**config.mk**
```make
export PLATFORM = sky130hd
export DESIGN_NAME = eased_rollup_counter_display_core
export DESIGN_NICKNAME = d
export VERILOG_FILES = /design/src/rtl/ercd_pkg.sv /design/src/rtl/ercd_muldiv.sv /design/src/rtl/ercd_bcd.sv /design/src/rtl/eased_rollup_counter_display_core.sv
export SDC_FILE = /design/constraint.sdc
export NUM_CORES = 2
export LEC_CHECK = 0
export BUFFER_PORTS_ARGS = -buffer_cell sky130_fd_sc_hd__buf_2
export CAP_MARGIN = 20
export CORE_MARGIN = 5
export CORE_UTILIZATION = 50
export DETAILED_ROUTE_END_ITERATION = 8
export PLACE_DENSITY_LB_ADDON = 0.1
export REMOVE_ABC_BUFFERS = 1
export SLEW_MARGIN = 20
export SYNTH_ARGS = -nofsm -noshare
export SYNTH_HDL_FRONTEND = slang
export SYNTH_SLANG_ARGS = --single-unit
export TNS_END_PERCENT = 30
```
**constraint.sdc**
```tcl
create_clock -name clk -period 18.4 [get_ports clk]
set_input_delay 2.76 -clock clk [delete_from_list [all_inputs] [get_ports clk]]
set_output_delay 2.76 -clock clk [all_outputs]
set_load 0.02 [all_outputs]
```
**src/rtl/ercd_pkg.sv**
```systemverilog
package ercd_pkg;

	localparam int FIELD_W    = 16;
	localparam int DIGIT_W    = 4;
	localparam int CFG_IDX_W  = 2;
	localparam int CFG_DATA_W = 16;

	// register indexes
	localparam logic [CFG_IDX_W-1:0] REG_CATCH_UP_LENGTH = 2'd0;
	localparam logic [CFG_IDX_W-1:0] REG_REVERSED_MODE   = 2'd1;
	localparam logic [CFG_IDX_W-1:0] REG_INITIAL_VALUE   = 2'd2;

	localparam logic [FIELD_W-1:0] LENGTH_RESET = 16'd2000;

	typedef struct packed {
		logic [FIELD_W-1:0] time_step;
		logic [FIELD_W-1:0] observed_count;
	} in_item_t;

	typedef struct packed {
		logic [FIELD_W-1:0] shown_count;
		logic [DIGIT_W-1:0] digit_thousands;
		logic [DIGIT_W-1:0] digit_hundreds;
		logic [DIGIT_W-1:0] digit_tens;
		logic [DIGIT_W-1:0] digit_units;
		logic               blank_thousands;
		logic               blank_hundreds;
		logic               blank_tens;
		logic               catching_up;
	} out_item_t;

	typedef struct packed {
		logic [DIGIT_W-1:0] thousands;
		logic [DIGIT_W-1:0] hundreds;
		logic [DIGIT_W-1:0] tens;
		logic [DIGIT_W-1:0] units;
	} bcd_digits_t;

	typedef struct packed {
		logic done;
		logic inexact;
	} muldiv_status_t;

endpackage

```
**src/rtl/ercd_muldiv.sv**
```systemverilog
// floor(delta * (len^2 - rem^2) / len^2) with remainder flag.
// One squarer, one shared add/subtract datapath over a product/remainder register.
module ercd_muldiv #(
	parameter int COUNT_BITS = 16,
	parameter int TIME_BITS  = 16
) (
	input  logic                        clk,
	input  logic                        arst_n,
	input  logic                        start,
	input  logic [TIME_BITS-1:0]        len_in,
	input  logic [TIME_BITS-1:0]        rem_in,
	input  logic [COUNT_BITS-1:0]       delta,
	output logic [COUNT_BITS-1:0]       quotient,
	output ercd_pkg::muldiv_status_t    status
);
	import ercd_pkg::*;

	localparam int SQ_W  = 2 * TIME_BITS;
	localparam int P_W   = COUNT_BITS + SQ_W;
	localparam int CNT_W = $clog2(COUNT_BITS);

	typedef enum logic [2:0] {U_IDLE, U_DEN, U_RR, U_NUM, U_MUL, U_DIV, U_DONE} ustate_t;

	ustate_t               state_q;
	logic [TIME_BITS-1:0]  len_q;
	logic [TIME_BITS-1:0]  rem_q;
	logic [SQ_W-1:0]       den_q;
	logic [SQ_W-1:0]       num_q;
	logic [P_W-1:0]        prod_q;
	logic [CNT_W-1:0]      cnt_q;

	logic [TIME_BITS-1:0]  sq_op;
	logic [SQ_W-1:0]       sq;
	logic [SQ_W-1:0]       hi;
	logic [COUNT_BITS-1:0] lo;
	logic                  mul_mode;
	logic [SQ_W:0]         acc_a;
	logic [SQ_W:0]         acc_b;
	logic [SQ_W+1:0]       acc_sum;
	logic                  ge;

	assign sq_op = (state_q == U_DEN) ? len_q : rem_q;
	assign sq    = SQ_W'(sq_op) * SQ_W'(sq_op);

	assign hi = prod_q[P_W-1:COUNT_BITS];
	assign lo = prod_q[COUNT_BITS-1:0];

	// multiply: hi += num when lsb set; divide: trial subtract of den
	assign mul_mode = (state_q == U_MUL);
	assign acc_a    = mul_mode ? {1'b0, hi} : {hi, lo[COUNT_BITS-1]};
	assign acc_b    = mul_mode ? (lo[0] ? {1'b0, num_q} : '0) : ~{1'b0, den_q};
	assign acc_sum  = {1'b0, acc_a} + {1'b0, acc_b} + {{(SQ_W+1){1'b0}}, ~mul_mode};
	assign ge       = acc_sum[SQ_W+1];

	always_ff @(posedge clk or negedge arst_n) begin
		if (!arst_n) begin
			state_q <= U_IDLE;
			len_q   <= '0;
			rem_q   <= '0;
			den_q   <= '0;
			num_q   <= '0;
			prod_q  <= '0;
			cnt_q   <= '0;
		end else begin
			unique case (state_q)
				U_IDLE: begin
					if (start) begin
						len_q   <= len_in;
						rem_q   <= rem_in;
						prod_q  <= {{SQ_W{1'b0}}, delta};
						state_q <= U_DEN;
					end
				end
				U_DEN: begin
					den_q   <= sq;
					state_q <= U_RR;
				end
				U_RR: begin
					num_q   <= sq;
					state_q <= U_NUM;
				end
				U_NUM: begin
					num_q   <= den_q - num_q;
					cnt_q   <= CNT_W'(COUNT_BITS - 1);
					state_q <= U_MUL;
				end
				U_MUL: begin
					prod_q <= {acc_sum[SQ_W:0], lo[COUNT_BITS-1:1]};
					if (cnt_q == '0) begin
						cnt_q   <= CNT_W'(COUNT_BITS - 1);
						state_q <= U_DIV;
					end else begin
						cnt_q <= cnt_q - 1'b1;
					end
				end
				U_DIV: begin
					prod_q <= {(ge ? acc_sum[SQ_W-1:0] : acc_a[SQ_W-1:0]),
					           lo[COUNT_BITS-2:0], ge};
					if (cnt_q == '0) begin
						state_q <= U_DONE;
					end else begin
						cnt_q <= cnt_q - 1'b1;
					end
				end
				U_DONE: begin
					state_q <= U_IDLE;
				end
				default: begin
					state_q <= U_IDLE;
				end
			endcase
		end
	end

	assign quotient       = lo;
	assign status.done    = (state_q == U_DONE);
	assign status.inexact = |hi;

endmodule

```
**src/rtl/ercd_bcd.sv**
```systemverilog
// Shift-add-3 binary to BCD, one bit per cycle. Low four digits kept;
// carries only move upward, so the kept digits are exact modulo 10^4.
module ercd_bcd #(
	parameter int VALUE_W = 16
) (
	input  logic                          clk,
	input  logic                          arst_n,
	input  logic                          start,
	input  logic [VALUE_W-1:0]            value,
	output ercd_pkg::bcd_digits_t         digits,
	output logic                          done
);
	import ercd_pkg::*;

	localparam int BCD_W = 4 * DIGIT_W;
	localparam int CNT_W = $clog2(VALUE_W);

	typedef enum logic [1:0] {B_IDLE, B_RUN, B_DONE} bstate_t;

	bstate_t          state_q;
	logic [VALUE_W-1:0] shift_q;
	logic [BCD_W-1:0] bcd_q;
	logic [CNT_W-1:0] cnt_q;
	logic [BCD_W-1:0] adj;

	always_comb begin
		logic [DIGIT_W-1:0] d;
		adj = bcd_q;
		for (int k = 0; k < 4; k++) begin
			d = bcd_q[k*DIGIT_W +: DIGIT_W];
			adj[k*DIGIT_W +: DIGIT_W] = (d >= 4'd5) ? d + 4'd3 : d;
		end
	end

	always_ff @(posedge clk or negedge arst_n) begin
		if (!arst_n) begin
			state_q <= B_IDLE;
			shift_q <= '0;
			bcd_q   <= '0;
			cnt_q   <= '0;
		end else begin
			unique case (state_q)
				B_IDLE: begin
					if (start) begin
						shift_q <= value;
						bcd_q   <= '0;
						cnt_q   <= CNT_W'(VALUE_W - 1);
						state_q <= B_RUN;
					end
				end
				B_RUN: begin
					bcd_q   <= {adj[BCD_W-2:0], shift_q[VALUE_W-1]};
					shift_q <= {shift_q[VALUE_W-2:0], 1'b0};
					if (cnt_q == '0) begin
						state_q <= B_DONE;
					end else begin
						cnt_q <= cnt_q - 1'b1;
					end
				end
				B_DONE: begin
					state_q <= B_IDLE;
				end
				default: begin
					state_q <= B_IDLE;
				end
			endcase
		end
	end

	assign digits = bcd_q;
	assign done   = (state_q == B_DONE);

endmodule

```
**src/rtl/eased_rollup_counter_display_core.sv**
```systemverilog
// Channel   Direction  Handshake             Payload
// in        input      in_valid / in_stall    in_item  (time_step, observed_count)
// out       output     out_valid / out_stall  out_item (shown count, digits, blanks, glow)
// cfg       input      cfg_wen                cfg_index, cfg_data
//
// One tick at a time. A tick that advances a running catch-up goes through the
// shared multiply/divide unit (setup states, COUNT_BITS multiply steps, COUNT_BITS
// divide steps and a done state), then through the OW-step binary to BCD
// converter. Other ticks go through the converter only. OW is the wider of
// COUNT_BITS and the 16-bit field.
// Reset clears the animation state and loads the register defaults.
// The result sits in an output register; the next tick is taken while it waits,
// and the block only holds before loading a new result while out_stall is high.
module eased_rollup_counter_display_core #(
	parameter int COUNT_BITS = 16,
	parameter int TIME_BITS  = 16
) (
	input  logic                             clk,
	input  logic                             arst_n,
	input  logic                             in_valid,
	output logic                             in_stall,
	input  ercd_pkg::in_item_t               in_item,
	output logic                             out_valid,
	input  logic                             out_stall,
	output ercd_pkg::out_item_t              out_item,
	input  logic                             cfg_wen,
	input  logic [ercd_pkg::CFG_IDX_W-1:0]   cfg_index,
	input  logic [ercd_pkg::CFG_DATA_W-1:0]  cfg_data
);
	import ercd_pkg::*;

	// widest of the time field and the time state
	localparam int WW = (TIME_BITS > FIELD_W) ? TIME_BITS : FIELD_W;
	// widest of the count field and the count state
	localparam int OW = (COUNT_BITS > FIELD_W) ? COUNT_BITS : FIELD_W;

	localparam logic [OW-1:0] DEC_10   = OW'(10);
	localparam logic [OW-1:0] DEC_100  = OW'(100);
	localparam logic [OW-1:0] DEC_1000 = OW'(1000);

	typedef enum logic [2:0] {S_IDLE, S_PREP, S_MATH, S_DISP, S_BCD, S_OUT} state_t;

	state_t                state_q;

	// configuration
	logic [FIELD_W-1:0]    len_q;
	logic                  rev_q;
	logic [FIELD_W-1:0]    init_q;

	// animation state
	logic [TIME_BITS-1:0]  rem_q;
	logic [COUNT_BITS-1:0] shown_q;
	logic [COUNT_BITS-1:0] start_q;
	logic [COUNT_BITS-1:0] target_q;

	logic [OW-1:0]         disp_q;
	logic                  out_valid_q;
	out_item_t             out_item_q;

	logic                  in_xfer;
	logic [WW-1:0]         len_ext;
	logic [WW-1:0]         tmax_ext;
	logic [TIME_BITS-1:0]  tl;
	logic [WW-1:0]         step_ext;
	logic                  snap;
	logic [TIME_BITS-1:0]  rem_dec;
	logic [COUNT_BITS-1:0] obs;

	logic                  up;
	logic [TIME_BITS-1:0]  r_eff;
	logic [COUNT_BITS-1:0] delta;
	logic [COUNT_BITS-1:0] quotient;
	muldiv_status_t        mstat;
	logic [COUNT_BITS-1:0] eased_up;
	logic [COUNT_BITS-1:0] eased_down;

	logic [OW-1:0]         shown_w;
	logic [OW-1:0]         init_w;
	logic [OW-1:0]         disp_c;
	bcd_digits_t           digits;
	logic                  bcd_done;

	assign in_stall  = (state_q != S_IDLE);
	assign in_xfer   = in_valid && !in_stall;
	assign out_valid = out_valid_q;
	assign out_item  = out_item_q;

	// effective catch-up length: zero acts as one, saturate to the time range
	assign len_ext  = WW'(len_q);
	assign tmax_ext = WW'({TIME_BITS{1'b1}});
	assign tl = (len_q == '0)         ? TIME_BITS'(1) :
	            (len_ext > tmax_ext)  ? tmax_ext[TIME_BITS-1:0] :
	                                    len_ext[TIME_BITS-1:0];

	// remaining-time update; on no snap the step is below rem and fits
	assign step_ext = WW'(in_item.time_step);
	assign snap     = (step_ext >= WW'(rem_q));
	assign rem_dec  = rem_q - step_ext[TIME_BITS-1:0];
	assign obs      = COUNT_BITS'(in_item.observed_count);

	// easing operands, sampled by the unit on the prep cycle
	assign up    = (target_q >= start_q);
	assign delta = up ? (target_q - start_q) : (start_q - target_q);
	// a length shrunk mid-run caps r at T, so the shown value stays at start
	assign r_eff = (rem_q > tl) ? tl : rem_q;

	ercd_muldiv #(
		.COUNT_BITS (COUNT_BITS),
		.TIME_BITS  (TIME_BITS)
	) u_muldiv (
		.clk      (clk),
		.arst_n   (arst_n),
		.start    (state_q == S_PREP),
		.len_in   (tl),
		.rem_in   (r_eff),
		.delta    (delta),
		.quotient (quotient),
		.status   (mstat)
	);

	// rounding up toward the target, truncating when counting down
	assign eased_up   = start_q + quotient + COUNT_BITS'(mstat.inexact);
	assign eased_down = start_q - quotient;

	// display value: shown, or initial minus shown clamped at zero
	assign shown_w = OW'(shown_q);
	assign init_w  = OW'(init_q);
	assign disp_c  = rev_q ? ((init_w > shown_w) ? (init_w - shown_w) : '0) : shown_w;

	ercd_bcd #(
		.VALUE_W (OW)
	) u_bcd (
		.clk    (clk),
		.arst_n (arst_n),
		.start  (state_q == S_DISP),
		.value  (disp_c),
		.digits (digits),
		.done   (bcd_done)
	);

	always_ff @(posedge clk or negedge arst_n) begin
		if (!arst_n) begin
			state_q     <= S_IDLE;
			len_q       <= LENGTH_RESET;
			rev_q       <= 1'b0;
			init_q      <= '0;
			rem_q       <= '0;
			shown_q     <= '0;
			start_q     <= '0;
			target_q    <= '0;
			disp_q      <= '0;
			out_valid_q <= 1'b0;
			out_item_q  <= '0;
		end else begin
			if (cfg_wen) begin
				unique case (cfg_index)
					REG_CATCH_UP_LENGTH: len_q  <= cfg_data;
					REG_REVERSED_MODE:   rev_q  <= cfg_data[0];
					REG_INITIAL_VALUE:   init_q <= cfg_data;
					default: ;
				endcase
			end

			// in the output state a new result may take the freed slot instead
			if (out_valid_q && !out_stall && state_q != S_OUT) begin
				out_valid_q <= 1'b0;
			end

			unique case (state_q)
				S_IDLE: begin
					if (in_xfer) begin
						if (rem_q != '0) begin
							if (snap) begin
								// end of run, exact zero included
								rem_q   <= '0;
								shown_q <= target_q;
								start_q <= target_q;
								state_q <= S_DISP;
							end else begin
								rem_q   <= rem_dec;
								state_q <= S_PREP;
							end
						end else begin
							// count changes only start a run when none is going
							if (obs != shown_q) begin
								rem_q    <= tl;
								target_q <= obs;
							end
							state_q <= S_DISP;
						end
					end
				end
				S_PREP: begin
					state_q <= S_MATH;
				end
				S_MATH: begin
					if (mstat.done) begin
						shown_q <= up ? eased_up : eased_down;
						state_q <= S_DISP;
					end
				end
				S_DISP: begin
					disp_q  <= disp_c;
					state_q <= S_BCD;
				end
				S_BCD: begin
					if (bcd_done) begin
						state_q <= S_OUT;
					end
				end
				S_OUT: begin
					if (!out_valid_q || !out_stall) begin
						out_valid_q                <= 1'b1;
						out_item_q.shown_count     <= FIELD_W'(shown_q);
						out_item_q.digit_thousands <= digits.thousands;
						out_item_q.digit_hundreds  <= digits.hundreds;
						out_item_q.digit_tens      <= digits.tens;
						out_item_q.digit_units     <= digits.units;
						out_item_q.blank_thousands <= (disp_q < DEC_1000);
						out_item_q.blank_hundreds  <= (disp_q < DEC_100);
						out_item_q.blank_tens      <= (disp_q < DEC_10);
						out_item_q.catching_up     <= (rem_q != '0);
						state_q                    <= S_IDLE;
					end
				end
				default: begin
					state_q <= S_IDLE;
				end
			endcase
		end
	end

	// a tick transfer always blocks the input until its result is loaded
	a_stall_after_xfer: assert property (@(posedge clk) disable iff (!arst_n)
		in_xfer |=> in_stall)
		else $error("input not stalled after a tick transfer");

	// with no run going, shown, start and target agree
	a_settled: assert property (@(posedge clk) disable iff (!arst_n)
		(rem_q == '0) |-> (shown_q == start_q && target_q == start_q))
		else $error("idle animation state inconsistent");

	// the shown value never leaves the span from start to target
	a_bounded: assert property (@(posedge clk) disable iff (!arst_n)
		up ? (shown_q >= start_q && shown_q <= target_q)
		   : (shown_q <= start_q && shown_q >= target_q))
		else $error("shown value outside catch-up span");

	// the easing unit only finishes while the sequencer waits on it
	a_math_done: assert property (@(posedge clk) disable iff (!arst_n)
		mstat.done |-> (state_q == S_MATH))
		else $error("easing unit done outside math state");

endmodule
```
==> impl_metrics.yaml <==
synthesis:
  synthCells: 3600
  ys_seq_area_frac: 0.2770
  synth_edf_count: 0
  yosysWarnings: 0
  ys_ff_latch: 340
  syn-cell-area_mm2: 0.03075
  synth_cell_types: 83
  synthArstFlopShare: 1.000
  synthFlopType: "dfrtp_1"
  syn_area_per_cell_um2: 8.541
pwr:
  power_leakage_nw: 16.85
  peakVddDrop_uv: 71.09
  clkPwrFrac: 0.464
  switchingPower_mw: 0.4715
  p_per_area_mw_per_mm2: 54.17
  switching_share: 0.2612
  p_seq_frac: 0.434
  p_int_mw: 1.334
  pwr-share-comb: 0.101
die:
  row_count: 91
  die_w_um: 258.0
  die_area_mm2: 0.06655
  core_mm2: 0.06126
  start_util: 0.5019
  die_h_um: 258.0
  num_io_pins: 93
clock_network:
  cts_hold_buffers: 0
  clkTransAtPathRegs_ns: 0.06
  cts_buffer_depth: 3
  cts_tree: "yes"
  clockRootBuffer: "clkbuf_16"
  cts_sinks: 340
  cts_max_level: 2
  numCtsBuffers: 42
  cts_setup_buffers: 0
  cts-resized-gates: 0
  clock_latency_ns: 0.57
sta:
  finalSetupViolations: 0
  hold_viol_final: 0
  fin_crit_sh: 0.5201
  skew_ns: 0.01248
  fin_tns_setup_ns: 0
  drv_slew: 0
  worst_slew_margin_rel: 0.2882
  worstMarginPinSlew_ns: 1.068
  period_minus_slack_ns: 9.569
  grt_setup_unrepaired: "no"
  max_freq_ghz: 0.1045
setup_path:
  critPathCaptureType: "flip-flop"
  crit_arrival_ns: 10.02
  critPathSlowestCell: "buf_4"
  cp_slowest_stage_delay_ns: 0.66
  cpMostUsedCell: "fa_1"
  critPathMaxFanout: 70
  path_class: "flip-flop to flip-flop"
  required_ns: 18.85
  cp-start-kind: "flip-flop"
placed_design:
  hpwlAfterDp_mm: 67.61
  gp_congestion: 0.9344
  port-buffer-count: 92
  place_area_mm2: 0.03192
route:
  drc: 0
  drtPass1Iterations: 6
  routed-via-count: 25780
  wirelength_mm: 88.32
  drt_iter0_markers: 1940
  viasPerCell: 5.809
  wl_per_cell_um: 19.90
  antenna_left: 0
cells_and_area:
  drive_gt1_frac: 0.07458
  area_growth_pct: 8.387
  seq_area_mm2: 0.008519
  design_area_mm2: 0.03333
  final_util: 0.5440
  antenna_cells: 0
  nFillCells: 5717
  multiInputGateArea_mm2: 0.02009
  fin_nets: 4121
grt:
  overflow: 0
  grt_usage: 0.2635
  grt_pass1_vias: 26240
  grt_pass1_wl_mm: 143.3
  antenna_found_initial: 0
  grt_max_degree: 167
worst_hold_path:
  hold_class: "flip-flop to flip-flop"
outcome:
  status: "finished clean"
job:
  drv_cap: 0
registers in the layout, indices dropped and copies added (netlist names), 4 cells and up:
| signal | flops |
|---|---|
| u_bcd.digits | 16 |
| disp_q | 15 |
| len_ext | 16 |
| rem_q | 16 |
| u_muldiv.cnt_q | 4 |
| u_bcd.cnt_q | 4 |
| u_muldiv.num_q | 32 |
| u_muldiv.len_q | 16 |
| out_item | 36 |
| u_muldiv.prod_q | 48 |
| start_q | 16 |
| u_bcd.shift_q | 16 |
| target_q | 16 |
| shown_q | 16 |
| u_muldiv.den_q | 31 |
| init_q | 16 |
| u_muldiv.rem_q | 16 |
worst max-delay path: cells and delay by family (launching register included):
| family | cells | cell delay [ns] |
|---|---|---|
| AOI/OAI and AO/OA | 8 | 2.23 |
| xor gates and xnor gates | 1 | 0.19 |
| adders and majority gates | 7 | 3.40 |
| buffers and inverters | 8 | 2.08 |
| DFF | 1 | 0.47 |
| and+or+nand+nor | 5 | 1.02 |
synthesized netlist by cell type (23+ instances only):
cell	n	area [µm²]
mux2_2	43	484.2
xor2_1	50	437.9
fa_1	171	3423
xnor2_1	109	954.7
nor3_1	57	285.3
nand4_1	27	168.9
a211oi_1	45	337.8
nand2b_1	26	162.7
ha_1	279	3491
mux2i_1	92	920.9
clkbuf_1	136	510.5
nor2_1	222	833.3
nand2_1	498	1869
a21oi_1	253	1266
a31oi_1	26	162.7
o21ai_0	278	1391
a22oi_1	25	187.7
nor4_1	24	150.1
nand3_1	38	190.2
a21o_1	98	735.7
inv_1	411	1543
o21a_1	27	202.7
o211ai_1	23	172.7
dfrtp_1	334	8358
per-layer routing:
metal / global-route usage / wire length (µm)
met1: 0.3627 / 40120
met2: 0.4463 / 42240
met3: 0.03060 / 3781
met4: 0.06749 / 2169
met5: 0 / 0
layout by cell type (no fill, tap or decap), types with 25 or more instances in the layout:
cell and count:
a211oi_1 45, a21o_1 98, a21oi_1 253, a22oi_1 25, a31oi_1 26, buf_2 91, buf_4 35, clkbuf_16 43
dfrtp_1 333, fa_1 171, ha_1 279, inv_1 411, mux2_2 43, mux2i_1 91, nand2_1 495, nand2b_1 25
nand3_1 37, nand4_1 27, nor2_1 222, nor3_1 55, o21a_1 27, o21ai_0 278, xnor2_1 109, xor2_1 50
cell type report:
| class | instances | share of cell area |
|---|---|---|
| clock buffer | 66 | 0.03758 |
| inverter | 417 | 0.04697 |
| tap | 790 | 0.02966 |
| timing repair buffer | 129 | 0.02294 |
| clock inverter | 9 | 0.004355 |
| sequential | 340 | 0.2556 |
| multi-input combinational | 2686 | 0.6029 |
power by group through the flow:
stage                     Combinational [mW]  Clock, mW  Sequential, mW
final                                  0.183      0.838           0.784
after CTS                              0.182      0.859           0.784
after detailed placement               0.181          0           0.798
after global placement                 0.179          0           0.797
after global routing                   0.202      0.894           0.786
after floorplan                        0.118          0           0.788
logic make-up (layout without fill, tap and decap cells):
group,Yosys count,in the layout,synth area share
buf+inv,574,621,0.07146
simple gates,978,978,0.1377
fa+ha+maj,450,450,0.2249
flops,340,340,0.2770
xor+xnor,159,159,0.04529
mux,135,135,0.04570
compound gates,964,964,0.1981
path summary, 6_finish.rpt:
kind,startpoint,to,slack (ns),cells past startpoint
min in group asynchronous,arst_n,u_muldiv.den_q[15],2.18,1
hold reg to reg,out_item[12],out_item[12],0.48,2
max in group asynchronous,arst_n,u_bcd.state_q[0],14.79,2
setup / recovery,u_muldiv.state_q[0],u_muldiv.num_q[31],8.83,29
setup reg to reg,u_muldiv.state_q[0],u_muldiv.num_q[31],8.83,29
hold / removal,out_item[12],out_item[12],0.48,2
per-stage QoR:
stage | instances | hold slack [ns] | setup WS [ns] | power, mW
5_1_grt | 4437 | 0.4932 | 8.274 | 1.882
3_5_place_dp | 4362 | 0.4668 | 8.896 | 0.9783
3_3_place_gp | 4362 | 0.4617 | 9.150 | 0.9760
6_report | 4437 | 0.4767 | 8.831 | 1.805
2_1_floorplan | 3443 | 0.4421 | 7.637 | 0.9060
4_1_cts | 4437 | 0.4800 | 8.849 | 1.826
Note: power is estimated with default switching activity, not from simulation.
